==> src/hdl/abd_pkg.sv <==
// ============================================================================
// abd_pkg - shared definitions for the ARGB box downsampler
// Widths, register indexes, reset values, handshake payload types and the
// reciprocal table that turns the block-area division into a multiply.
// ============================================================================
package abd_pkg;

    // Defaults for the top-level parameters
    localparam int MAX_SOURCE_WIDTH_DEF = 4096;
    localparam int MAX_FACTOR_DEF       = 16;

    // Fixed frame limits
    localparam int HEIGHT_LIMIT = 4096;
    localparam int ROW_W        = 12;
    localparam int DIM_W        = 13;
    localparam int FACTOR_W     = 5;
    localparam int CMP_W        = DIM_W + 2;

    // Configuration port
    localparam int CFG_IDX_W = 2;
    localparam logic [CFG_IDX_W-1:0] REG_SCALE_FACTOR  = 2'd0;
    localparam logic [CFG_IDX_W-1:0] REG_SOURCE_WIDTH  = 2'd1;
    localparam logic [CFG_IDX_W-1:0] REG_SOURCE_HEIGHT = 2'd2;

    localparam logic [FACTOR_W-1:0] FACTOR_RESET = 5'd1;
    localparam logic [DIM_W-1:0]    WIDTH_RESET  = 13'd640;
    localparam logic [DIM_W-1:0]    HEIGHT_RESET = 13'd480;

    // Pixel and channel-sum layout
    localparam int PIX_W  = 32;
    localparam int CH_W   = 8;
    localparam int NUM_CH = 4;
    localparam int SUM_W  = 16;
    localparam int LINE_W = NUM_CH * SUM_W;

    // Reciprocal multiply: quotient = (sum * recip) >> RECIP_SHIFT
    localparam int RECIP_W     = 23;
    localparam int RECIP_SHIFT = 24;
    localparam int PROD_W      = SUM_W + RECIP_W;

    // Result queue
    localparam int OUT_DEPTH = 4;
    localparam int OUT_PTR_W = 2;
    localparam int OUT_CNT_W = 3;

    // Per-pixel control decided at accept time
    typedef struct packed {
        logic bypass;     // factor of one: pixel goes straight out
        logic acc;        // pixel lies inside a whole block
        logic first;      // top-left pixel of its block: start a fresh sum
        logic emit;       // pixel produces a result
        logic row_end;
        logic frame_end;
    } abd_ctl_t;

    // Result item
    typedef struct packed {
        logic [PIX_W-1:0] averaged_pixel;
        logic             row_end;
        logic             frame_end;
    } abd_res_t;

    // ceil(2^24 / f^2): exact floor division of any 16-bit sum by f^2
    function automatic logic [RECIP_W-1:0] abd_recip(input logic [FACTOR_W-1:0] factor);
        logic [RECIP_W-1:0] r;
        case (factor)
            5'd2:    r = 23'd4194304;
            5'd3:    r = 23'd1864136;
            5'd4:    r = 23'd1048576;
            5'd5:    r = 23'd671089;
            5'd6:    r = 23'd466034;
            5'd7:    r = 23'd342393;
            5'd8:    r = 23'd262144;
            5'd9:    r = 23'd207127;
            5'd10:   r = 23'd167773;
            5'd11:   r = 23'd138655;
            5'd12:   r = 23'd116509;
            5'd13:   r = 23'd99274;
            5'd14:   r = 23'd85599;
            5'd15:   r = 23'd74566;
            5'd16:   r = 23'd65536;
            default: r = '0;
        endcase
        return r;
    endfunction

endpackage

==> src/hdl/abd_if.sv <==


interface abd_res_if;
    logic                        valid;
    logic                        ready;
    logic [abd_pkg::PIX_W-1:0]   averaged_pixel;
    logic                        row_end;
    logic                        frame_end;

    modport source (output valid, output averaged_pixel, output row_end,
                    output frame_end, input ready);
    modport sink   (input valid, input averaged_pixel, input row_end,
                    input frame_end, output ready);
endinterface

==> src/hdl/abd_ofifo.sv <==
// ============================================================================
// abd_ofifo - result queue
// Small register queue between the scale stage and the result channel;
// its fill level feeds the input credit check.
// ============================================================================
module abd_ofifo (
    input  logic                              clk,
    input  logic                              rst_n,
    input  logic                              push,
    input  abd_pkg::abd_res_t                 push_data,
    abd_res_if.source                         results,
    output logic [abd_pkg::OUT_CNT_W-1:0]     count
);

    localparam int PTRW = abd_pkg::OUT_PTR_W;
    localparam int CNTW = abd_pkg::OUT_CNT_W;

    abd_pkg::abd_res_t    slot_reg [abd_pkg::OUT_DEPTH];
    logic [PTRW-1:0]      wr_ptr_reg, wr_ptr_next;
    logic [PTRW-1:0]      rd_ptr_reg, rd_ptr_next;
    logic [CNTW-1:0]      count_reg, count_next;
    logic                 pop;
    abd_pkg::abd_res_t    head;

    assign head                   = slot_reg[rd_ptr_reg];
    assign results.valid          = (count_reg != '0);
    assign results.averaged_pixel = head.averaged_pixel;
    assign results.row_end        = head.row_end;
    assign results.frame_end      = head.frame_end;
    assign pop                    = results.valid && results.ready;
    assign count                  = count_reg;

    // Advance pointers and fill level
    always_comb
    begin
        wr_ptr_next = push ? wr_ptr_reg + 1'b1 : wr_ptr_reg;
        rd_ptr_next = pop  ? rd_ptr_reg + 1'b1 : rd_ptr_reg;
        case ({push, pop})
            2'b10:   count_next = count_reg + 1'b1;
            2'b01:   count_next = count_reg - 1'b1;
            default: count_next = count_reg;
        endcase
    end

    always_ff @(posedge clk or negedge rst_n)
    begin
        if (!rst_n)
        begin
            wr_ptr_reg <= '0;
            rd_ptr_reg <= '0;
            count_reg  <= '0;
        end
        else
        begin
            wr_ptr_reg <= wr_ptr_next;
            rd_ptr_reg <= rd_ptr_next;
            count_reg  <= count_next;
        end
    end

    // Store the incoming result
    always_ff @(posedge clk)
    begin
        if (push)
        begin
            slot_reg[wr_ptr_reg] <= push_data;
        end
    end

    // Credit check upstream must keep the queue from overflowing
    a_no_overflow: assert property (@(posedge clk) disable iff (!rst_n)
        push |-> (count_reg < CNTW'(abd_pkg::OUT_DEPTH)) || pop)
        else $error("result queue overflow");

endmodule

==> src/flat_wrapper.sv <==
// flat-port wrapper written by rule: the top's interface ports become plain ports
module abd_ofifo_flat 
  (clk, rst_n, push, push_data, count, results_valid, results_averaged_pixel, results_row_end, results_frame_end, results_ready);
  abd_res_if results_i ();
  input  logic clk;
  input  logic rst_n;
  input  logic push;
  input  abd_pkg::abd_res_t push_data;
  output logic [abd_pkg::OUT_CNT_W-1:0] count;
  output wire logic [$bits(results_i.valid)-1:0] results_valid;
  output wire logic [$bits(results_i.averaged_pixel)-1:0] results_averaged_pixel;
  output wire logic [$bits(results_i.row_end)-1:0] results_row_end;
  output wire logic [$bits(results_i.frame_end)-1:0] results_frame_end;
  input wire logic [$bits(results_i.ready)-1:0] results_ready;
  assign results_valid = results_i.valid;
  assign results_averaged_pixel = results_i.averaged_pixel;
  assign results_row_end = results_i.row_end;
  assign results_frame_end = results_i.frame_end;
  assign results_i.ready = results_ready;
  abd_ofifo u_core (.clk(clk), .rst_n(rst_n), .push(push), .push_data(push_data), .results(results_i), .count(count));
endmodule
==> config.mk <==
export PLATFORM = sky130hd
export DESIGN_NAME = abd_ofifo_flat
export DESIGN_NICKNAME = d
export VERILOG_FILES = /design/src/hdl/abd_pkg.sv /design/src/hdl/abd_if.sv /design/src/hdl/abd_ofifo.sv /design/src/flat_wrapper.sv
export SDC_FILE = /design/constraint.sdc
export NUM_CORES = 1
export LEC_CHECK = 0
export BUFFER_PORTS_ARGS = -buffer_cell sky130_fd_sc_hd__clkbuf_2
export CAP_MARGIN = 5
export CELL_PAD_IN_SITES_DETAIL_PLACEMENT = 1
export CELL_PAD_IN_SITES_GLOBAL_PLACEMENT = 2
export CORE_MARGIN = 2
export CORE_UTILIZATION = 48
export CTS_CLUSTER_SIZE = 24
export DETAILED_ROUTE_END_ITERATION = 7
export PLACE_DENSITY = 0.9
export RECOVER_POWER = 100
export SLEW_MARGIN = 0
export SYNTH_ARGS = -nofsm -noshare
export SYNTH_HDL_FRONTEND = slang
export SYNTH_SLANG_ARGS = --single-unit
==> constraint.sdc <==
create_clock -name clk -period 4.3 [get_ports clk]
set_clock_uncertainty 0.2 [all_clocks]
set_input_delay 1.29 -clock clk [delete_from_list [all_inputs] [get_ports clk]]
set_output_delay 1.29 -clock clk [all_outputs]
set_load 0.01 [all_outputs]
After elaboration in Yosys (flattened, before gate mapping)
Memory sizes are Yosys's and may differ from the RTL's.
Index checks and enable logic that the tools add are counted.
- word-level logic and storage cells: 16
- register bits: 7
- memory bits (writable): 136
- memories: 1
- output and inout port bits: 38
- input port bits: 38
- reductions and logical operators: 3
- add/subtract/negate cells: 4
- equality and inequality tests: 2
- multiplexer cells: 3
- memories (memory ; words ; width ; read ports ; clocked after memory_dff ; write ports ; line ; source):
    u_core.slot_reg ; 4 ; 34 ; 1 ; 0 ; 1 ; abd_ofifo.sv:18 ; abd_pkg::abd_res_t slot_reg [abd_pkg::OUT_DEPTH];
- operators with widths (operator ; count):
    3-bit one-hot mux with 2 select lines ; 1
    2-bit by 1-bit adder with 2-bit output (second input constant) ; 2
    3-bit by 1-bit adder with 3-bit output (second input constant) ; 1
    3-bit nonzero test ; 1
    3-bit by 1-bit subtractor with 3-bit output (second input constant) ; 1
    2-bit by 1-bit == test with 1-bit output (second input constant) ; 1
    2-bit == test (second input constant) ; 1
    1-bit 2-to-1 mux ; 2
    2-bit nonzero test ; 1
    1-bit logical AND ; 1

Logic depth before layout (Yosys ltp)
Gate-level depths: netlist of run 1.
- word-level depth: 4
- gate-level depth with buffers: 7
- mapped depth without buffers: 7

Worst setup path after synthesis of run 1
No wires, ideal clock.
- path kind: input to register
- start: input push
- end: memory u_core.slot_reg[3][0] (netlist name) (enable)
- data arrival time: 2130 ps
- path slack: 1576 ps
- stages: 1
- setup time: 394 ps
- path buffers: 0
- data required time: 3706 ps
- cells stage by stage: and2_1
- word-level cells in the longest chain between the ends: 2
- ends and longest elaborated chain (item ; line ; source):
    start, declared ; flat_wrapper.sv:7 ; input logic push;
    1-bit 2-to-1 mux ; abd_ofifo.sv:64 ; if (push)
    1-bit 2-to-1 mux (implied by the code) ; abd_ofifo.sv:66 ; slot_reg[wr_ptr_reg] <= push_data;
    end, declared ; abd_ofifo.sv:18 ;
No other way between the ends.

Worst setup path in the final report of run 1
- start: input push
- end: memory u_core.slot_reg[3][6] (netlist name) (enable)
Same word-level chain as after synthesis.

==> out/results.ini, run 1 <==
[yosys]
synth_cell_types=19
yosys_most_used_dff=edfxtp_1
yosysWarnings=0
synth_area_um2=5360
ys_top_cells_by_area=edfxtp_1, mux4_2, dfrtp_1
syn_area_per_cell_um2=25.1
synth_edf_count=136
yosysTopAreaCell=edfxtp_1
synthCells=214
ys_ff_latch=143
synth.top_cell.area_share_pct=76.2
async_reset_ff_share_pct=4.90
syn-num-nets=258
seq_area_frac_synth_pct=79.4

[floorplan]
std_cell_rows=38
coreArea_um2=10900
die-area_um2=12000
io_pins=76
start_util_pct=49.3
die_w_um=110
dieHeight_um=110

[cts]
cts_buffers=17
cts_tree=done
cts_resized=0
cts_max_level=4
cts_buffer_depth=2
cts_hold_buf=0
cts_setup_buffers=0
cts-root-buf=clkbuf_8
cts_sinks=143
clk-insertion-delay-late_ps=510
clk_pin_slew_ps=60

[cells_and_area]
seq_area_um2=4260
largest_reg_flops=136
area_growth_syn_to_layout_pct=16.6
nets=346
multi_input_area_um2=990
drive_above_1_share_pct=17.8
n_antenna_cell=0
fill_cells=969

[power_and_ir_drop]
finalPower_mw=4.34
max-vdd-ir-drop_v=0.000350
switching_share_pct=28.7
p_per_area_nw_per_um2=694
p_comb_share_pct=24.9
clockPowerShare_pct=28.9
p_leak_nw=2.04
p_int_mw=3.09
p_seq_share_pct=46.2
p_sw_mw=1.24

[global_route]
gr-usage-all-layers_pct=17.6
grt_max_degree=36
grt_pass1_wl_um=14500
grt_antenna_before_repair=0
grt_pass1_vias=2631
gr-total-overflow=0

[timing]
fin_crit_sh_pct=86.0
fin_crit_ps=3700
worst_pin_slew_ps=2650
tns_ps=0
max_freq_mhz=270
final_hold_viol_count=0
max_slew_margin_pct=-77.0
slew_viol_final=140
finalSetupViolCount=0
rsz0062_at_grt=no

[detailed_routing]
drt-initial-drc-count=101
num_vias=2392
dr.pass1.iters=4
drc=0
routed_via_density=5.26
wl_um=9410
avgRoutedWirePerCell_um=20.7
detail-route-antenna-nets=0

[setup_path]
critPathKind=input port to flop
worst-path-buf-inv=1
arrival_ps=3580
slowest_delay_ps=2000
startpoint_type=input port
endpoint_kind=flop
cp_cell_sequence=clkbuf_1 -> and2_0
crit_family=simple AND/OR/NAND/NOR gates
critPathSlowestCell=and2_0
crit_required_ps=4180
path_max_fanout=34

[min_path]
hold_path_class=flop to flop

[status]
violations=max-capacitance violations, max-slew violations
status=finished with violations

[job]
drv_cap=4

[place]
port_buffers=75
dp_hpwl_um=5500
routabilityCongestion=0.681

-- power by group through the flow --
stage	Sequential, mW	Combinational (mW)	Clock, mW
floorplan	1.92	0.877	0
global placement	2.00	1.15	0
detailed placement	2.02	1.17	0
CTS	1.99	1.18	1.29
global route	2.04	1.19	1.34
finish	2.01	1.08	1.25
-- final timing paths --
kind	endpoint	cells past startpoint	slack (ps)	startpoint
worst max-delay path	u_core.slot_reg[3][6]	2	600	push
worst min-delay path	u_core.count[2]	1	320	u_core.count[2]
worst max register to register	u_core.slot_reg[0][4]	3	1050	u_core.wr_ptr_reg[0]
worst min register to register	u_core.count[2]	1	320	u_core.count[2]
max in group asynchronous	u_core.rd_ptr_reg[0]	1	3080	rst_n
min in group asynchronous	u_core.count[2]	1	490	rst_n
-- synth_stat cells (2+ instances only) --
cell	n
buf_12	3
and2_1	4
inv_1	6
nand2_1	2
mux4_2	28
dfrtp_1	7
buf_2	4
xor2_1	4
mux4_1	6
edfxtp_1	136
ha_1	5
xnor2_1	2
-- layer usage --
metal	GRT usage [%]	share of wire (%)	vias up
li1	-	-	1074
met1	21.9	43	1253
met2	28.3	52	58
met3	6.99	4.8	7
met4	6.24	0.78	0
met5	0	0	-
-- metrics by stage --
step / area (um2) / std cells / setup WS [ps] / util [%] / hold WS (ps)
floorplan: 5360 / 214 / 1580 / - / 291
CTS: 6350 / 455 / 668 / 58.3 / 323
finish: 6250 / 455 / 601 / 57.4 / 323
global route: 6250 / 455 / 347 / 57.4 / 339
detailed placement: 5840 / 423 / 1230 / 53.7 / 312
global placement: 5840 / 423 / 1250 / 53.7 / 302
-- logic make-up (layout without fill, tap and decap cells) --
| group | count (synthesis) | in the layout | synth area share [%] |
|---|---|---|---|
| flops | 143 | 143 | 79.4 |
| simple gates | 8 | 8 | 0.793 |
| mux | 35 | 35 | 14.9 |
| compound gates | 2 | 2 | 0.257 |
| fa+ha+maj | 6 | 6 | 1.54 |
| xor+xnor | 6 | 6 | 0.980 |
| buf+inv | 14 | 115 | 2.12 |
-- layout make-up --
class / count / share of cell area [%]
sequential: 143 / 68.2
multi-input combinational: 57 / 15.8
clock buffer: 23 / 6.98
timing repair buffer: 77 / 4.76
tap: 140 / 2.80
clock inverter: 9 / 1.10
inverter: 6 / 0.360
-- placed cells by master (no fill, tap or decap), types with 3 or more instances in the layout --
cell type / instances
and2_0: 4
clkbuf_1: 80
clkbuf_16: 16
clkinv_1: 3
clkinv_2: 4
dfrtp_1: 5
edfxtp_1: 136
ha_1: 5
inv_1: 6
mux4_1: 6
mux4_2: 28
xor2_1: 4
No activity file was read; power rests on OpenSTA's default activity.
==> inputs of run 2 (changes only) <==
--- a/config.mk
+++ b/config.mk
@@ -15,6 +15,7 @@
 export DETAILED_ROUTE_END_ITERATION = 7
 export PLACE_DENSITY = 0.9
 export RECOVER_POWER = 100
+export REMOVE_ABC_BUFFERS = 1
 export SLEW_MARGIN = 0
 export SYNTH_ARGS = -nofsm -noshare
 export SYNTH_HDL_FRONTEND = slang
==> out/results.ini, run 2 (synthesized netlist as in run 1, its figures left out) <==
[status]
status=finished with violations
violations=max-capacitance violations, max-slew violations

[setup_path]
crit_required_ps=2810  ; -1370 ps
endpoint=results_averaged_pixel[23]
worstReg2RegEnd=u_core.slot_reg[1][13]
critPathKind=flop to primary output
reg2regPathDepth=3  ; unchanged
startpoint_type=flop
endpoint_kind=primary output
reg2reg_slack_ps=1030  ; -20 ps
critical_path.startpoint=u_core.rd_ptr_reg[0]
path_max_fanout=13  ; -62%
reg2reg_from=u_core.wr_ptr_reg[1]
arrival_ps=2220  ; -1360 ps

[cells_and_area]
layout_common_cells=edfxtp_1, clkbuf_1, mux4_2
finalNonFillerCells=455  ; unchanged
drive_above_1_share_pct=21.0  ; +3.2 points
n_antenna_cell=0  ; unchanged
nets=346  ; unchanged
largest_reg_flops=136  ; unchanged
multi_input_area_um2=990  ; unchanged
area_growth_syn_to_layout_pct=17.7
seq_area_um2=4260  ; unchanged
fill_cells=943  ; -2.7%
final_common_cell=edfxtp_1

[timing]
final_hold_viol_count=0  ; unchanged
fin_crit_ps=3710  ; +8.05 ps
worst_pin_slew_ps=2640  ; -11.5 ps
rsz0062_at_grt=no
fin_crit_sh_pct=86.2  ; +0.19 points
max_slew_margin_pct=-76.2  ; +0.77 points
tns_ps=0  ; unchanged
slew_viol_final=140  ; unchanged
finalSetupViolCount=0  ; unchanged
max_freq_mhz=270  ; -0.22%

[place]
dp_hpwl_um=5960  ; +8.3%
port_buffers=75  ; unchanged
routabilityCongestion=0.680  ; about the same
dp_cells=423  ; unchanged

[cts]
cts_hold_buf=0  ; unchanged
cts_buffer_depth=2  ; unchanged
cts_buffers=17  ; unchanged
cts_tree=done
clk_pin_slew_ps=60  ; about the same
cts_max_level=4  ; unchanged
clk-insertion-delay-late_ps=520  ; about the same
cts_sinks=143  ; unchanged
cts_setup_buffers=0  ; unchanged
cts_resized=0  ; unchanged
cts-root-buf=clkbuf_8

[detailed_routing]
avgRoutedWirePerCell_um=22.8  ; +10%
num_vias=2458  ; +2.8%
drc=0  ; unchanged
wl_um=10400  ; +10%
detail-route-antenna-nets=0  ; unchanged
routed_via_density=5.40  ; +2.8%
dr.pass1.iters=4  ; unchanged
drt-initial-drc-count=114  ; +13%

[floorplan]
coreArea_um2=10900  ; unchanged
io_pins=76  ; unchanged
start_util_pct=49.3  ; unchanged
die_w_um=110  ; unchanged
std_cell_rows=38  ; unchanged
dieHeight_um=110  ; unchanged
die-area_um2=12000  ; unchanged

[global_route]
grt_antenna_before_repair=0  ; unchanged
grt_pass1_vias=2745  ; +4.3%
gr-usage-all-layers_pct=19.2  ; +1.6 points
grt_max_degree=36  ; unchanged
gr-total-overflow=0  ; unchanged
grt_pass1_wl_um=15900  ; +9.1%

[power_and_ir_drop]
p_per_area_nw_per_um2=709  ; +2.2%
max-vdd-ir-drop_v=0.000426  ; +22%
p_leak_nw=2.07  ; +1.8%

[job]
drv_cap=4  ; unchanged

[min_path]
hold_path_class=flop to flop

==> run 2: how the worst min path moves through the flow <==
stage	from	endpoint	slack (ps)	cells past startpoint
floorplan	u_core.wr_ptr_reg[0]	u_core.wr_ptr_reg[0]	290	1
global placement	u_core.count[2]	u_core.count[2]	300	1
detailed placement	u_core.count[2]	u_core.count[2]	310	1
CTS	u_core.count[2]	u_core.count[2]	340	1
global route	u_core.count[2]	u_core.count[2]	380	1
finish	u_core.count[2]	u_core.count[2]	340	1
==> run 2: where the power goes <==
| group | leakage, nW | switching [mW] | internal (mW) |
|---|---|---|---|
| sequential | 1.33 | 0.191 | 1.85 |
| combinational | 0.477 | 0.590 | 0.502 |
| clock | 0.269 | 0.567 | 0.772 |
==> run 2: worst max-delay path, stage by stage (launching register included) <==
cell and delay (ps):
dfrtp_2 640, buf_4 300, mux4_1 610, clkbuf_1 150
==> run 2: cell type report <==
cell class              instances  area share, %
flip-flops and latches        143           67.5
clock buffers                  17           6.56
inverters                       6          0.357
clock inverters                15           2.12
repair buffers                 77           4.98
multi-input cells              57           15.7
well taps                     140           2.78
==> run 2: metal layers <==
layer  up-vias  wire length (um)  global-route usage [%]
met2        72              5520                    31.9
met1      1296              4220                    23.5
met3        13               397                    5.63
met4         0               221                    8.41
met5         -                 0                       0
li1       1077                 -                       -
==> run 2: per-stage QoR <==
step	total power, mW	hold WS (ps)	worst slack (ps)	area, um2	util, %
after detailed placement	3.22	309	1120	5860	53.8
after global routing	4.69	375	407	6310	58.0
after floorplan	2.71	291	628	5270	-
after global placement	3.16	299	1140	5860	53.8
after CTS	4.59	337	535	6400	58.8
final	4.48	336	593	6310	58.0
