--- src/hdl/abd_pkg.sv ---
// ============================================================================
// abd_pkg - shared definitions for the ARGB box downsampler
// Widths, register indexes, reset values, handshake payload types and the
// reciprocal table that turns the block-area division into a multiply.
// ============================================================================
package abd_pkg;

    // Defaults for the top-level parameters
    localparam int MAX_SOURCE_WIDTH_DEF = 4096;
    localparam int MAX_FACTOR_DEF       = 16;

    // Fixed frame limits
    localparam int HEIGHT_LIMIT = 4096;
    localparam int ROW_W        = 12;
    localparam int DIM_W        = 13;
    localparam int FACTOR_W     = 5;
    localparam int CMP_W        = DIM_W + 2;

    // Configuration port
    localparam int CFG_IDX_W = 2;
    localparam logic [CFG_IDX_W-1:0] REG_SCALE_FACTOR  = 2'd0;
    localparam logic [CFG_IDX_W-1:0] REG_SOURCE_WIDTH  = 2'd1;
    localparam logic [CFG_IDX_W-1:0] REG_SOURCE_HEIGHT = 2'd2;

    localparam logic [FACTOR_W-1:0] FACTOR_RESET = 5'd1;
    localparam logic [DIM_W-1:0]    WIDTH_RESET  = 13'd640;
    localparam logic [DIM_W-1:0]    HEIGHT_RESET = 13'd480;

    // Pixel and channel-sum layout
    localparam int PIX_W  = 32;
    localparam int CH_W   = 8;
    localparam int NUM_CH = 4;
    localparam int SUM_W  = 16;
    localparam int LINE_W = NUM_CH * SUM_W;

    // Reciprocal multiply: quotient = (sum * recip) >> RECIP_SHIFT
    localparam int RECIP_W     = 23;
    localparam int RECIP_SHIFT = 24;
    localparam int PROD_W      = SUM_W + RECIP_W;

    // Result queue
    localparam int OUT_DEPTH = 4;
    localparam int OUT_PTR_W = 2;
    localparam int OUT_CNT_W = 3;

    // Per-pixel control decided at accept time
    typedef struct packed {
        logic bypass;     // factor of one: pixel goes straight out
        logic acc;        // pixel lies inside a whole block
        logic first;      // top-left pixel of its block: start a fresh sum
        logic emit;       // pixel produces a result
        logic row_end;
        logic frame_end;
    } abd_ctl_t;

    // Result item
    typedef struct packed {
        logic [PIX_W-1:0] averaged_pixel;
        logic             row_end;
        logic             frame_end;
    } abd_res_t;

    // ceil(2^24 / f^2): exact floor division of any 16-bit sum by f^2
    function automatic logic [RECIP_W-1:0] abd_recip(input logic [FACTOR_W-1:0] factor);
        logic [RECIP_W-1:0] r;
        case (factor)
            5'd2:    r = 23'd4194304;
            5'd3:    r = 23'd1864136;
            5'd4:    r = 23'd1048576;
            5'd5:    r = 23'd671089;
            5'd6:    r = 23'd466034;
            5'd7:    r = 23'd342393;
            5'd8:    r = 23'd262144;
            5'd9:    r = 23'd207127;
            5'd10:   r = 23'd167773;
            5'd11:   r = 23'd138655;
            5'd12:   r = 23'd116509;
            5'd13:   r = 23'd99274;
            5'd14:   r = 23'd85599;
            5'd15:   r = 23'd74566;
            5'd16:   r = 23'd65536;
            default: r = '0;
        endcase
        return r;
    endfunction

endpackage

--- src/hdl/abd_ctrl.sv ---
// ============================================================================
// abd_ctrl - configuration registers and raster position tracking
// Holds the three registers, walks the source position and block position,
// and classifies each accepted pixel for the accumulate path.
// ============================================================================
module abd_ctrl #(
    parameter int MAX_SOURCE_WIDTH = abd_pkg::MAX_SOURCE_WIDTH_DEF,
    parameter int MAX_FACTOR       = abd_pkg::MAX_FACTOR_DEF
) (
    input  logic                                   clk,
    input  logic                                   rst_n,
    input  logic                                   cfg_we,
    input  logic [abd_pkg::CFG_IDX_W-1:0]          cfg_index,
    input  logic [abd_pkg::DIM_W-1:0]              cfg_data,
    input  logic                                   advance,
    output abd_pkg::abd_ctl_t                      ctl,
    output logic [$clog2(MAX_SOURCE_WIDTH/2)-1:0]  addr,
    output logic [abd_pkg::FACTOR_W-1:0]           factor
);

    localparam int DIM_MAX = (1 << abd_pkg::DIM_W) - 1;
    localparam int WCAP    = (MAX_SOURCE_WIDTH < DIM_MAX) ? MAX_SOURCE_WIDTH : DIM_MAX;
    localparam int COL_W   = $clog2(WCAP);
    localparam int BC_W    = $clog2(MAX_SOURCE_WIDTH / 2);
    localparam int SUB_W   = $clog2(MAX_FACTOR);
    localparam int FW      = abd_pkg::FACTOR_W;
    localparam int CW      = abd_pkg::CMP_W;

    logic [FW-1:0]                factor_reg, factor_next;
    logic [abd_pkg::DIM_W-1:0]    width_reg, width_next;
    logic [abd_pkg::DIM_W-1:0]    height_reg, height_next;
    logic [COL_W-1:0]             col_reg, col_next;
    logic [abd_pkg::ROW_W-1:0]    row_reg, row_next;
    logic [SUB_W-1:0]             sub_col_reg, sub_col_next;
    logic [SUB_W-1:0]             sub_row_reg, sub_row_next;
    logic [BC_W-1:0]              bc_reg, bc_next;

    logic [FW-1:0]                f_eff;
    logic [abd_pkg::DIM_W-1:0]    w_eff;
    logic [abd_pkg::DIM_W-1:0]    h_eff;
    logic [CW-1:0]                col_x, row_x, sc_x, sr_x, f_x, w_x, h_x;
    logic                         cfg_hit;
    logic                         last_col, last_row;
    logic                         col_in, row_in, in_block;
    logic                         blk_last, blk_row_end, blk_frame_end;

    // Clamp the registers to their working ranges
    always_comb
    begin
        if (factor_reg == '0)
            f_eff = FW'(1);
        else if (factor_reg > FW'(MAX_FACTOR))
            f_eff = FW'(MAX_FACTOR);
        else
            f_eff = factor_reg;

        if (width_reg == '0)
            w_eff = abd_pkg::DIM_W'(1);
        else if (width_reg > abd_pkg::DIM_W'(WCAP))
            w_eff = abd_pkg::DIM_W'(WCAP);
        else
            w_eff = width_reg;

        if (height_reg == '0)
            h_eff = abd_pkg::DIM_W'(1);
        else if (height_reg > abd_pkg::DIM_W'(abd_pkg::HEIGHT_LIMIT))
            h_eff = abd_pkg::DIM_W'(abd_pkg::HEIGHT_LIMIT);
        else
            h_eff = height_reg;
    end

    // Classify the current source position
    always_comb
    begin
        col_x = CW'(col_reg);
        row_x = CW'(row_reg);
        sc_x  = CW'(sub_col_reg);
        sr_x  = CW'(sub_row_reg);
        f_x   = CW'(f_eff);
        w_x   = CW'(w_eff);
        h_x   = CW'(h_eff);

        last_col = (col_x + CW'(1)) >= w_x;
        last_row = (row_x + CW'(1)) >= h_x;

        // a block is whole when its start column/row plus the factor fits
        col_in   = (col_x - sc_x + f_x) <= w_x;
        row_in   = (row_x - sr_x + f_x) <= h_x;
        in_block = (f_eff != FW'(1)) && col_in && row_in;

        blk_last      = (FW'(sub_col_reg) == f_eff - FW'(1))
                     && (FW'(sub_row_reg) == f_eff - FW'(1));
        // no further whole block to the right / below
        blk_row_end   = (col_x + f_x + CW'(1)) > w_x;
        blk_frame_end = (row_x + f_x + CW'(1)) > h_x;
    end

    // Drive the per-pixel control
    always_comb
    begin
        ctl.bypass = (f_eff == FW'(1));
        ctl.acc    = in_block;
        ctl.first  = (sub_row_reg == '0) && (sub_col_reg == '0);
        if (f_eff == FW'(1))
        begin
            ctl.emit      = 1'b1;
            ctl.row_end   = last_col;
            ctl.frame_end = last_col && last_row;
        end
        else
        begin
            ctl.emit      = in_block && blk_last;
            ctl.row_end   = blk_row_end;
            ctl.frame_end = blk_row_end && blk_frame_end;
        end
    end

    assign addr   = bc_reg;
    assign factor = f_eff;

    assign cfg_hit = cfg_we && (cfg_index == abd_pkg::REG_SCALE_FACTOR
                             || cfg_index == abd_pkg::REG_SOURCE_WIDTH
                             || cfg_index == abd_pkg::REG_SOURCE_HEIGHT);

    // Take register writes
    always_comb
    begin
        factor_next = factor_reg;
        width_next  = width_reg;
        height_next = height_reg;
        if (cfg_we)
        begin
            case (cfg_index)
                abd_pkg::REG_SCALE_FACTOR:  factor_next = cfg_data[FW-1:0];
                abd_pkg::REG_SOURCE_WIDTH:  width_next  = cfg_data;
                abd_pkg::REG_SOURCE_HEIGHT: height_next = cfg_data;
                default:                    factor_next = factor_reg;
            endcase
        end
    end

    // Advance the raster and block position; restart on a register write
    always_comb
    begin
        col_next     = col_reg;
        row_next     = row_reg;
        sub_col_next = sub_col_reg;
        sub_row_next = sub_row_reg;
        bc_next      = bc_reg;
        if (cfg_hit)
        begin
            col_next     = '0;
            row_next     = '0;
            sub_col_next = '0;
            sub_row_next = '0;
            bc_next      = '0;
        end
        else if (advance)
        begin
            if (in_block)
            begin
                if ((FW'(sub_col_reg) + FW'(1)) >= f_eff)
                begin
                    sub_col_next = '0;
                    bc_next      = bc_reg + 1'b1;
                end
                else
                begin
                    sub_col_next = sub_col_reg + 1'b1;
                end
            end
            if (last_col)
            begin
                col_next     = '0;
                sub_col_next = '0;
                bc_next      = '0;
                if (last_row)
                begin
                    row_next     = '0;
                    sub_row_next = '0;
                end
                else
                begin
                    row_next = row_reg + 1'b1;
                    if ((FW'(sub_row_reg) + FW'(1)) >= f_eff)
                        sub_row_next = '0;
                    else
                        sub_row_next = sub_row_reg + 1'b1;
                end
            end
            else
            begin
                col_next = col_reg + 1'b1;
            end
        end
    end

    // Hold registers and position
    always_ff @(posedge clk or negedge rst_n)
    begin
        if (!rst_n)
        begin
            factor_reg  <= abd_pkg::FACTOR_RESET;
            width_reg   <= abd_pkg::WIDTH_RESET;
            height_reg  <= abd_pkg::HEIGHT_RESET;
            col_reg     <= '0;
            row_reg     <= '0;
            sub_col_reg <= '0;
            sub_row_reg <= '0;
            bc_reg      <= '0;
        end
        else
        begin
            factor_reg  <= factor_next;
            width_reg   <= width_next;
            height_reg  <= height_next;
            col_reg     <= col_next;
            row_reg     <= row_next;
            sub_col_reg <= sub_col_next;
            sub_row_reg <= sub_row_next;
            bc_reg      <= bc_next;
        end
    end

    // Position inside a block stays below the factor
    a_sub_range: assert property (@(posedge clk) disable iff (!rst_n)
        (FW'(sub_col_reg) < f_eff) && (FW'(sub_row_reg) < f_eff))
        else $error("block position outside the block");

    // The last result of a frame also closes its row
    a_frame_row: assert property (@(posedge clk) disable iff (!rst_n)
        advance && ctl.emit && ctl.frame_end |-> ctl.row_end)
        else $error("frame end without row end");

endmodule

--- config.mk ---
export PLATFORM = sky130hd
export DESIGN_NAME = abd_ctrl
export DESIGN_NICKNAME = d
export VERILOG_FILES = /design/src/hdl/abd_pkg.sv /design/src/hdl/abd_ctrl.sv
export SDC_FILE = /design/constraint.sdc
export NUM_CORES = 1
export LEC_CHECK = 0
export BUFFER_PORTS_ARGS = -buffer_cell sky130_fd_sc_hd__buf_4
export CORE_UTILIZATION = 60
export DETAILED_ROUTE_END_ITERATION = 7
export HOLD_SLACK_MARGIN = 0.15
export PLACE_DENSITY = 0.78
export SYNTH_ARGS = -nofsm -noshare
export SYNTH_HDL_FRONTEND = slang
export SYNTH_SLANG_ARGS = --single-unit
--- constraint.sdc ---
create_clock -name clk -period 9.74 [get_ports clk]
set_input_delay 0.487 -clock clk [delete_from_list [all_inputs] [get_ports clk]]
set_output_delay 0.487 -clock clk [all_outputs]
set_load 0.02 [all_outputs]
Yosys cells after proc, flatten, opt, wreduce, memory -nomap -nowiden
Cells that the tools add are included.
{"block": "word_totals", "register_bits": 74, "out_inout_bits": 22, "elab_cells": 98}
{"block": "op_classes", "addsub": 18, "n_lt_le_gt_ge": 11, "eq_ne": 6, "muxes": 29, "n_reduce_logical": 26}
{"operator": "two-way mux 12 bit", "n": 7}
{"operator": "two-way mux 11 bit", "n": 5}
{"operator": "two-way mux 13 bit", "n": 4}
{"operator": "two-way mux 4 bit", "n": 10}
{"operator": "<= comparator 15 x 13 -> 1 bit", "n": 2}
{"operator": "adder 13 x 1 -> 14 bit, second input constant", "n": 2}
{"operator": "adder 13 x 6 -> 14 bit", "n": 2}
{"operator": "greater-than comparator 14 x 13 -> 1 bit", "n": 2}
{"operator": "adder 12 x 1 -> 13 bit, second input constant", "n": 2}
{"operator": "adder 12 x 5 -> 13 bit", "n": 2}
{"operator": "greater-or-equal comparator 13 bit", "n": 2}
{"operator": "greater-than comparator 13 bit, second input constant", "n": 2}
{"operator": "zero test 13 bit", "n": 2}
{"operator": "subtractor 12 x 4 -> 13 bit", "n": 2}
{"operator": "adder 12 x 1 -> 12 bit, second input constant", "n": 2}
{"operator": "adder 11 x 1 -> 11 bit, second input constant", "n": 1}
{"operator": "adder 4 x 1 -> 5 bit, second input constant", "n": 2}
{"operator": "equality test 4 x 5 -> 1 bit", "n": 2}
{"operator": "greater-or-equal comparator 5 bit", "n": 2}
{"operator": "two-way mux 5 bit", "n": 2}
{"operator": "AND reduction 2 bit", "n": 5}
{"operator": "adder 4 x 1 -> 4 bit, second input constant", "n": 2}
{"operator": "logical AND 1 bit", "n": 8}
{"operator": "zero test 4 bit", "n": 2}
{"operator": "13 further kinds", "n": 16}

Depth between registers and ports, before layout
Gate-level depths: netlist of run 1.
{"block": "depth", "depth_word": 11, "mapped_depth": 24}

Worst setup path before layout of run 1
Ideal clock, no wire load.
{"block": "synth_path", "path_type": "register -> output", "start": "register factor_reg[4]", "end": "output port ctl[2] (netlist bit)", "arrival_ns": 4.530, "required_ns": 9.253, "path_slack_ns": 4.723, "stages_incl_launch_ff": 20, "path_cell_list": "dfrtp_1 -> clkinv_1 -> o21ai_0 -> inv_1 -> ha_1 -> fa_1 -> a21o_1 -> a21oi_1 -> inv_1 -> a21oi_1 -> nor2_1 -> nand3b_1 -> mux2_2 -> o32ai_1 -> ha_1 -> a2111oi_0 -> a221o_1 -> o211a_4 -> and3_1 -> a21o_1"}
{"item": "start: declaration", "line_no": "abd_ctrl.sv:29", "rtl": "logic [FW-1:0] factor_reg, factor_next;"}
{"item": "start signal: assignment", "line_no": "abd_ctrl.sv:203", "rtl": "factor_reg <= abd_pkg::FACTOR_RESET;"}
{"item": "start signal: assignment", "line_no": "abd_ctrl.sv:214", "rtl": "factor_reg <= factor_next;"}
{"item": "end: declaration", "line_no": "abd_ctrl.sv:16", "rtl": "output abd_pkg::abd_ctl_t ctl,"}

==> results of run 1 <==
power groups by stage:
stage	clock network, uW	logic (uW)	registers (uW)
floorplan	0	1490	405
global placement	0	1860	422
detailed placement	0	1890	424
CTS	359	1910	419
global route	374	2180	428
finish	353	1950	421
kinds of logic (layout without fill, tap and decap cells):
group                    count (synthesis)  in the layout  synth area share
AND/OR/NAND/NOR                        322            322            0.2008
flip-flops                              74             74            0.2334
AO/OA/AOI/OAI                          218            218            0.1871
buffers and inverters                   83            107           0.04301
XOR/XNOR                                70             70           0.07691
multiplexers                            34             34           0.04756
adder cells (fa/ha/maj)                131            131            0.2113
placed cells by master, fill, tap and decap left out, types with 5 or more instances in the layout:
cell / instances
o41ai_1: 6
a21oi_2: 7
nand4_1: 13
o21ai_0: 57
a21o_1: 24
inv_1: 47
a211oi_1: 8
o21bai_1: 9
fa_1: 6
nor3_1: 18
buf_4: 43
xnor2_1: 40
nand3_1: 48
nand2b_1: 13
and3_1: 13
o21a_1: 12
a31oi_1: 5
nor4_1: 7
ha_1: 125
mux2_2: 31
o21ai_2: 6
dfrtp_1: 67
nand2_1: 113
nor2_1: 45
clkbuf_16: 9
a21oi_1: 39
or3_1: 16
dfstp_2: 7
nor2b_1: 17
xor2_1: 30
metal layers:
metal  vias up  GRT usage
li1       3411          -
met1      3326     0.4667
met2       277     0.4745
met3        24    0.04789
met4         0    0.09536
met5         -          0
through the flow:
stage	worst slack, ns	area [um2]	power (uW)
6_report	3.465	8653	2723
5_1_grt	3.204	8653	2980
4_1_cts	3.557	8653	2691
3_5_place_dp	3.929	8347	2318
3_3_place_gp	4.111	8347	2286
2_1_floorplan	4.723	7971	1896
worst max-delay path, stage by stage, from the launching register on:
cell and delay, ns:
dfrtp_1 0.50, clkinv_1 0.32, o21ai_0 0.30, inv_1 0.25
ha_1 0.30, fa_1 0.40, a21o_1 0.19, a21oi_1 0.22
inv_1 0.07, a21oi_1 0.18, nor2_1 0.12, nand3b_1 0.20
mux2_2 0.35, o32ai_1 0.28, ha_1 0.31, a2111oi_0 0.42
a221o_1 0.26, o211a_4 0.23, and3_1 0.27, a21o_1 0.14
buf_4 0.13
layout make-up:
class                   count  share of cell area
clock buffers               9             0.02603
clock inverters             7            0.009398
inverters                  48             0.02082
multi-input cells         775              0.6666
flip-flops and latches     74              0.2150
well taps                 172             0.02487
repair buffers             43             0.03730
synth_stat cells (13+ instances only):
cell type  instances  share of area
a21o_1            24          0.023
a21oi_1           39          0.024
and3_1            13          0.010
clkbuf_1          25          0.012
dfrtp_1           67           0.21
ha_1             125           0.20
inv_1             47          0.022
mux2_2            31          0.044
nand2_1          113          0.053
nand2b_1          13          0.010
nand3_1           48          0.030
nand4_1           13          0.010
nor2_1            45          0.021
nor2b_1           17          0.013
nor3_1            18          0.011
o21ai_0           57          0.036
or3_1             16          0.013
xnor2_1           40          0.044
xor2_1            30          0.033
worst paths after layout:
path,depth (start not counted),to,slack [ns],startpoint
setup / recovery,20,ctl[2],3.47,factor_reg[4]$_DFFE_PN0P_
setup reg to reg,20,addr[3]$_DFFE_PN0P_,4.01,factor_reg[4]$_DFFE_PN0P_
hold reg to reg,1,width_reg[0]$_DFFE_PN0P_,0.52,width_reg[0]$_DFFE_PN0P_
max in group asynchronous,1,col_reg[9]$_DFFE_PN0P_,8.83,rst_n
min in group clk,2,width_reg[11]$_DFFE_PN0P_,0.38,cfg_data[11]
hold / removal,1,col_reg[4]$_DFFE_PN0P_,0.28,rst_n
==> qor.yml, run 1 <==
outcome: "complete, no violations"
slew_headroom: 0.3431
fin_nets: 1101
switching_share: 0.4915
root_buffer: "clkbuf_16"
cp-start-kind: "register"
fmax_mhz: 159.4
die_w_um: 117.3
max-vdd-ir-drop_v: 0.0001669
drt-pass1-iter-count: 5
tns_ns: 0
filler_cell_count: 1075
maxUsedRoutingLayer: "met4"
coreArea_mm2: 0.01277
die_area_mm2: 0.01375
antennaDiodeCount: 0
finalSetupViolations: 0
cts-resized-gates: 0
hp-class: "primary input to async pin"
synthDistinctLibCells: 77
area_growth_pct: 8.554
syn_nets: 1082
dr_total_vias: 7038
antenna_found_initial: 0
met1_length_um: 9860
placedCellCount: 1112
initial_core_util: 0.6241
clkTransAtPathRegs_ns: 0.06
drive_gt1_frac: 0.1308
grt_pass1_vias: 6339
ff_latch_area_mm2: 0.001861
rsz0062_at_grt: "false"
final_cells: 1128
wl_per_cell_um: 18.05
worstSetupPathType: "register to output port"
finalHoldViolations: 0
skew_ns: 0.008367
clockBufferDepth: 2
ant_nets: 0
slew_violations: 0
worstMarginPinSlew_ns: 0.9833
ys_seq_area_frac: 0.2334
overflow: 0
grt_pass1_wl_um: 32970
cts.sinks: 74
cap_viol_max_count: 0
numCtsBuffers: 9
layout_min_cycle_time_ns: 6.275
tritoncts: "done"
viasPerCell: 6.239
finish.utilization: 0.6774
cp.arrival_ns: 5.79
leakage_uw: 0.004128
hpwl_um: 15800
dr_wl_met2_um: 8734
die_h_um: 117.3
synth-async-reset-ratio: 1.000
comb_power_share: 0.716
crit_path_end_kind: "output port"
grt_max_degree: 75
drc: 0
cts-htree-levels: 3
p_clk_frac: 0.130
gp_congestion: 0.9397
clock_latency_ns: 0.35
yosysWarnings: 0
holdWs_ns: 0.2776
grt_usage: 0.3161
fin_crit_sh: 0.6442
postCtsSetupRepairBufs: 0
synthCells: 932
drtIter0Drc: 653
synth_area_mm2: 0.007971
multiInputGateArea_mm2: 0.005768
io_pins: 41
p_int_uw: 1385
path_max_fanout: 10
portBuffers: 40
rows: 41
required_ns: 9.25
syn_area_per_cell_um2: 8.553
hold_buffers: 0
power_density_mw_per_mm2: 314.6
seq_power_share: 0.155
met3WireLength_um: 1461
ys_ff_latch: 74
synth_ff_type: "dfrtp_1"
p_sw_uw: 1338
drt_wl_total_um: 20360
synth_edf_count: 0
No activity file was read; power rests on OpenSTA's default activity.
==> run 2, diff against run 1 <==
--- a/config.mk
+++ b/config.mk
@@ -5,6 +5,7 @@
 export SDC_FILE = /design/constraint.sdc
 export NUM_CORES = 1
 export LEC_CHECK = 0
+export ABC_AREA = 1
 export BUFFER_PORTS_ARGS = -buffer_cell sky130_fd_sc_hd__buf_4
 export CORE_UTILIZATION = 60
 export DETAILED_ROUTE_END_ITERATION = 7
==> constraint.sdc (replaced) <==
create_clock -name clk -period 6.29 [get_ports clk]
set_input_delay 0.3145 -clock clk [delete_from_list [all_inputs] [get_ports clk]]
set_output_delay 0.3145 -clock clk [all_outputs]
set_load 0.02 [all_outputs]
==> run 2 against run 1 <==
Against the previous run:
- non-clock buffer count fell by 2
- combinational power increased by 78%
- via count is 5.3% higher
- clock power rose by 53%
- core utilization down 1.2 points
- flip-flop and latch count stayed put
- critical path depth increased by 3
- clock-buffer cell count rose by 2
- cell count is 18% higher
- largest cell class unchanged
- largest power group unchanged
==> qor.yml, run 2 <==
hold_buffers: 0  # unchanged
slew_headroom: 0.3391  # was 0.3431
hpwl_um: 16050  # was 15800 um
clockBufferDepth: 2  # unchanged
dr_wl_met2_um: 9161  # was 8734 um
wl_per_cell_um: 15.27  # was 18.05 um
ys_seq_area_frac: 0.2300  # was 0.2334
synth_area_mm2: 0.008088  # was 0.007971 mm2
synth_common_cells: "244 x nand2_1, 145 x inv_1, 125 x ha_1"  # was 125 x ha_1, 113 x nand2_1, 67 x dfrtp_1
yosysWarnings: 0  # unchanged
die_area_mm2: 0.01395  # was 0.01375 mm2
met3WireLength_um: 989  # was 1461 um
ys_ff_latch: 74  # unchanged
drtIter0Drc: 643  # was 653
required_ns: 5.98  # was 9.25 ns
hp-class: "primary input to async pin"  # unchanged
drive_gt1_frac: 0.09162  # was 0.1308
cts-htree-levels: 3  # unchanged
total_power_uw: 4726  # was 2723 uW
synth-async-reset-ratio: 1.000  # unchanged
cts.sinks: 74  # unchanged
grt_pass1_vias: 6991  # was 6339
critPathSlowestCell: "fa_1"  # was dfrtp_1
ant_nets: 0  # unchanged
holdWs_ns: 0.1236  # was 0.2776 ns
root_buffer: "clkbuf_16"  # unchanged
cp.arrival_ns: 4.91  # was 5.79 ns
cap_viol_max_count: 0  # unchanged
worstSetupPathType: "register to output port"  # unchanged
layout_min_cycle_time_ns: 5.229
cp-start-kind: "register"  # unchanged
synth_top_area_share: 0.2073  # was 0.2103
drt-pass1-iter-count: 5  # unchanged
area_growth_pct: 8.524  # was 8.554%
drc: 0  # unchanged
syn_area_per_cell_um2: 7.189  # was 8.553 um2
antenna_found_initial: 0  # unchanged
final_cell_mix: "244 x nand2_1, 145 x inv_1, 125 x ha_1"  # was 125 x ha_1, 113 x nand2_1, 67 x dfrtp_1
finish.utilization: 0.6654  # was 0.6774
worst-path-buf-inv: 3  # was 4
synthCells: 1125  # was 932
finalSetupViolations: 0  # unchanged
antennaDiodeCount: 0  # unchanged
grt_pass1_wl_um: 33910  # was 32970 um
crit_path_end_kind: "output port"  # unchanged
gp_congestion: 0.9171  # was 0.9397
crit_path_max_incr_delay_ns: 0.53  # was 0.50 ns
tritoncts: "done"  # unchanged
cts-resized-gates: 0  # unchanged
outcome: "complete, no violations"  # unchanged
maxUsedRoutingLayer: "met4"  # unchanged
finalHoldViolations: 0  # unchanged
synth_ff_type: "dfrtp_1"  # unchanged
tns_ns: 0  # unchanged
crit_top_cell: "nor2_1"
numCtsBuffers: 9  # unchanged
slew_violations: 0  # unchanged
worstMarginPinSlew_ns: 0.9914  # was 0.9833 ns
synthDistinctLibCells: 46  # was 77
path_max_fanout: 8  # was 10
synth.most_common_cell: "nand2_1"  # was ha_1
postCtsSetupRepairBufs: 0  # unchanged
cp_top_family: "simple AND/OR/NAND/NOR gates"  # was compound AO/OA/AOI/OAI gates
crit_chain: "nor2_1 -> nand3_1 -> nand2_1 -> inv_1 -> nor2_1 -> inv_1 -> fa_1 -> nor2_1 -> a211oi_1 -> nor2_1 -> o21ai_0 -> nor2_1 -> nand2_1 -> xor2_1 -> ha_1 -> nand2_1 -> nor3_1 -> o21ai_0 -> o211ai_1 -> and3_1 -> nand3_1 -> nand2_1 -> buf_4"  # was clkinv_1 -> o21ai_0 -> inv_1 -> ha_1 -> fa_1 -> a21o_1 -> a21oi_1 -> inv_1 -> a21oi_1 -> nor2_1 -> nand3b_1 -> mux2_2 -> o32ai_1 -> ha_1 -> a2111oi_0 -> a221o_1 -> o211a_4 -> and3_1 -> a21o_1 -> buf_4
drt_wl_total_um: 20360  # about the same
die_w_um: 118.1  # was 117.3 um
fin_nets: 1302  # was 1101
viasPerCell: 5.559  # was 6.239
grt_max_degree: 75  # unchanged
synth_edf_count: 0  # unchanged
power_density_mw_per_mm2: 538.4  # was 314.6 mW/mm2
io_pins: 41  # unchanged
clock_latency_ns: 0.35  # about the same
leakage_uw: 0.004704  # was 0.004128 uW
clkTransAtPathRegs_ns: 0.06  # about the same
max-vdd-ir-drop_v: 0.0002550  # was 0.0001669 V
rsz0062_at_grt: "false"  # unchanged
grt_usage: 0.3048  # was 0.3161
coreArea_mm2: 0.01319  # was 0.01277 mm2
synth.area.top_cells: "dfrtp_1 21%, ha_1 19%, nand2_1 11%, xor2_1 6.8%, inv_1 6.7%"  # was dfrtp_1 21%, ha_1 20%, nand2_1 5.3%, xnor2_1 4.4%, mux2_2 4.4%
overflow: 0  # unchanged
filler_cell_count: 1177  # was 1075
met1_length_um: 9687  # was 9860 um
die_h_um: 118.1  # was 117.3 um
fmax_mhz: 191.3
skew_ns: 0.008198  # was 0.008367 ns
synth_area_leader_cell: "dfrtp_1"  # unchanged
rows: 42  # was 41
dr_total_vias: 7410  # was 7038
final_common_cell: "nand2_1"  # was ha_1
syn_nets: 1275  # was 1082
fin_crit_sh: 0.8313
initial_core_util: 0.6132  # was 0.6241
portBuffers: 40  # unchanged
[run 2: cell count changes after synthesis, sizes merged, moves of 15 or more]
| cell | before | now |
|---|---|---|
| a21o | 24 | 4 |
| inv | 47 | 153 |
| mux2 | 31 | 0 |
| nand2 | 114 | 252 |
| nand3 | 49 | 93 |
| nor2 | 45 | 94 |
| nor2b | 17 | 0 |
| nor3 | 20 | 35 |
| o21ai | 65 | 88 |
| or3 | 16 | 0 |
| xnor2 | 40 | 11 |
| xor2 | 30 | 65 |
[run 2: logic make-up (layout without fill, tap and decap cells)]
| group | Yosys count | in the layout | synth area share |
|---|---|---|---|
| xor+xnor | 76 | 76 | 0.08555 |
| compound gates | 162 | 162 | 0.1092 |
| flops | 74 | 74 | 0.2300 |
| fa+ha+maj | 131 | 131 | 0.2082 |
| buf+inv | 178 | 210 | 0.08787 |
| simple gates | 504 | 504 | 0.2791 |
[run 2: report_power, final]
group / switching (uW) / internal (uW) / total, uW
Sequential: 131 / 577 / 708
Combinational: 2170 / 1310 / 3480
Clock: 222 / 317 / 539
Total: 2520 / 2210 / 4730
[run 2: final timing paths]
| path | cells after the start | from | slack [ns] | endpoint |
|---|---|---|---|---|
| worst max-delay path | 23 | factor_reg[3]$_DFFE_PN0P_ | 1.06 | ctl[0] |
| worst min-delay path | 1 | rst_n | 0.12 | width_reg[10]$_DFFE_PN0P_ |
| worst max register to register | 33 | row_reg[0]$_DFFE_PN0P_ | 1.58 | addr[6]$_DFFE_PN0P_ |
| worst min register to register | 2 | sub_col_reg[3]$_DFFE_PN0P_ | 0.51 | sub_col_reg[3]$_DFFE_PN0P_ |
| max in group asynchronous | 1 | rst_n | 5.52 | sub_row_reg[3]$_DFFE_PN0P_ |
| min in group clk | 3 | cfg_data[7] | 0.22 | height_reg[7]$_DFFE_PN1P_ |
[run 2: area by class of cell]
cell class / instances / area (um2) / share of cell area
clock buffer: 11 / 242.7 / 0.02766
sequential: 74 / 1861 / 0.2120
timing repair buffer: 41 / 307.8 / 0.03507
clock inverter: 5 / 55.05 / 0.006272
multi-input combinational: 873 / 5517 / 0.6285
inverter: 153 / 574.3 / 0.06543
tap: 176 / 220.2 / 0.02509
[run 2: metal layers]
layer	up-vias	track usage
met2	209	0.4857
met5	-	0
met1	3394	0.4239
met4	0	0.09615
met3	37	0.04554
li1	3770	-
[run 2: through the flow]
| step | cells | instance area, um2 | setup WS, ns |
|---|---|---|---|
| global route | 1333 | 8777 | 0.6057 |
| detailed placement | 1317 | 8479 | 1.482 |
| finish | 1333 | 8777 | 1.061 |
| global placement | 1317 | 8479 | 1.608 |
| floorplan | 1125 | 8088 | 1.934 |
| CTS | 1333 | 8777 | 1.100 |
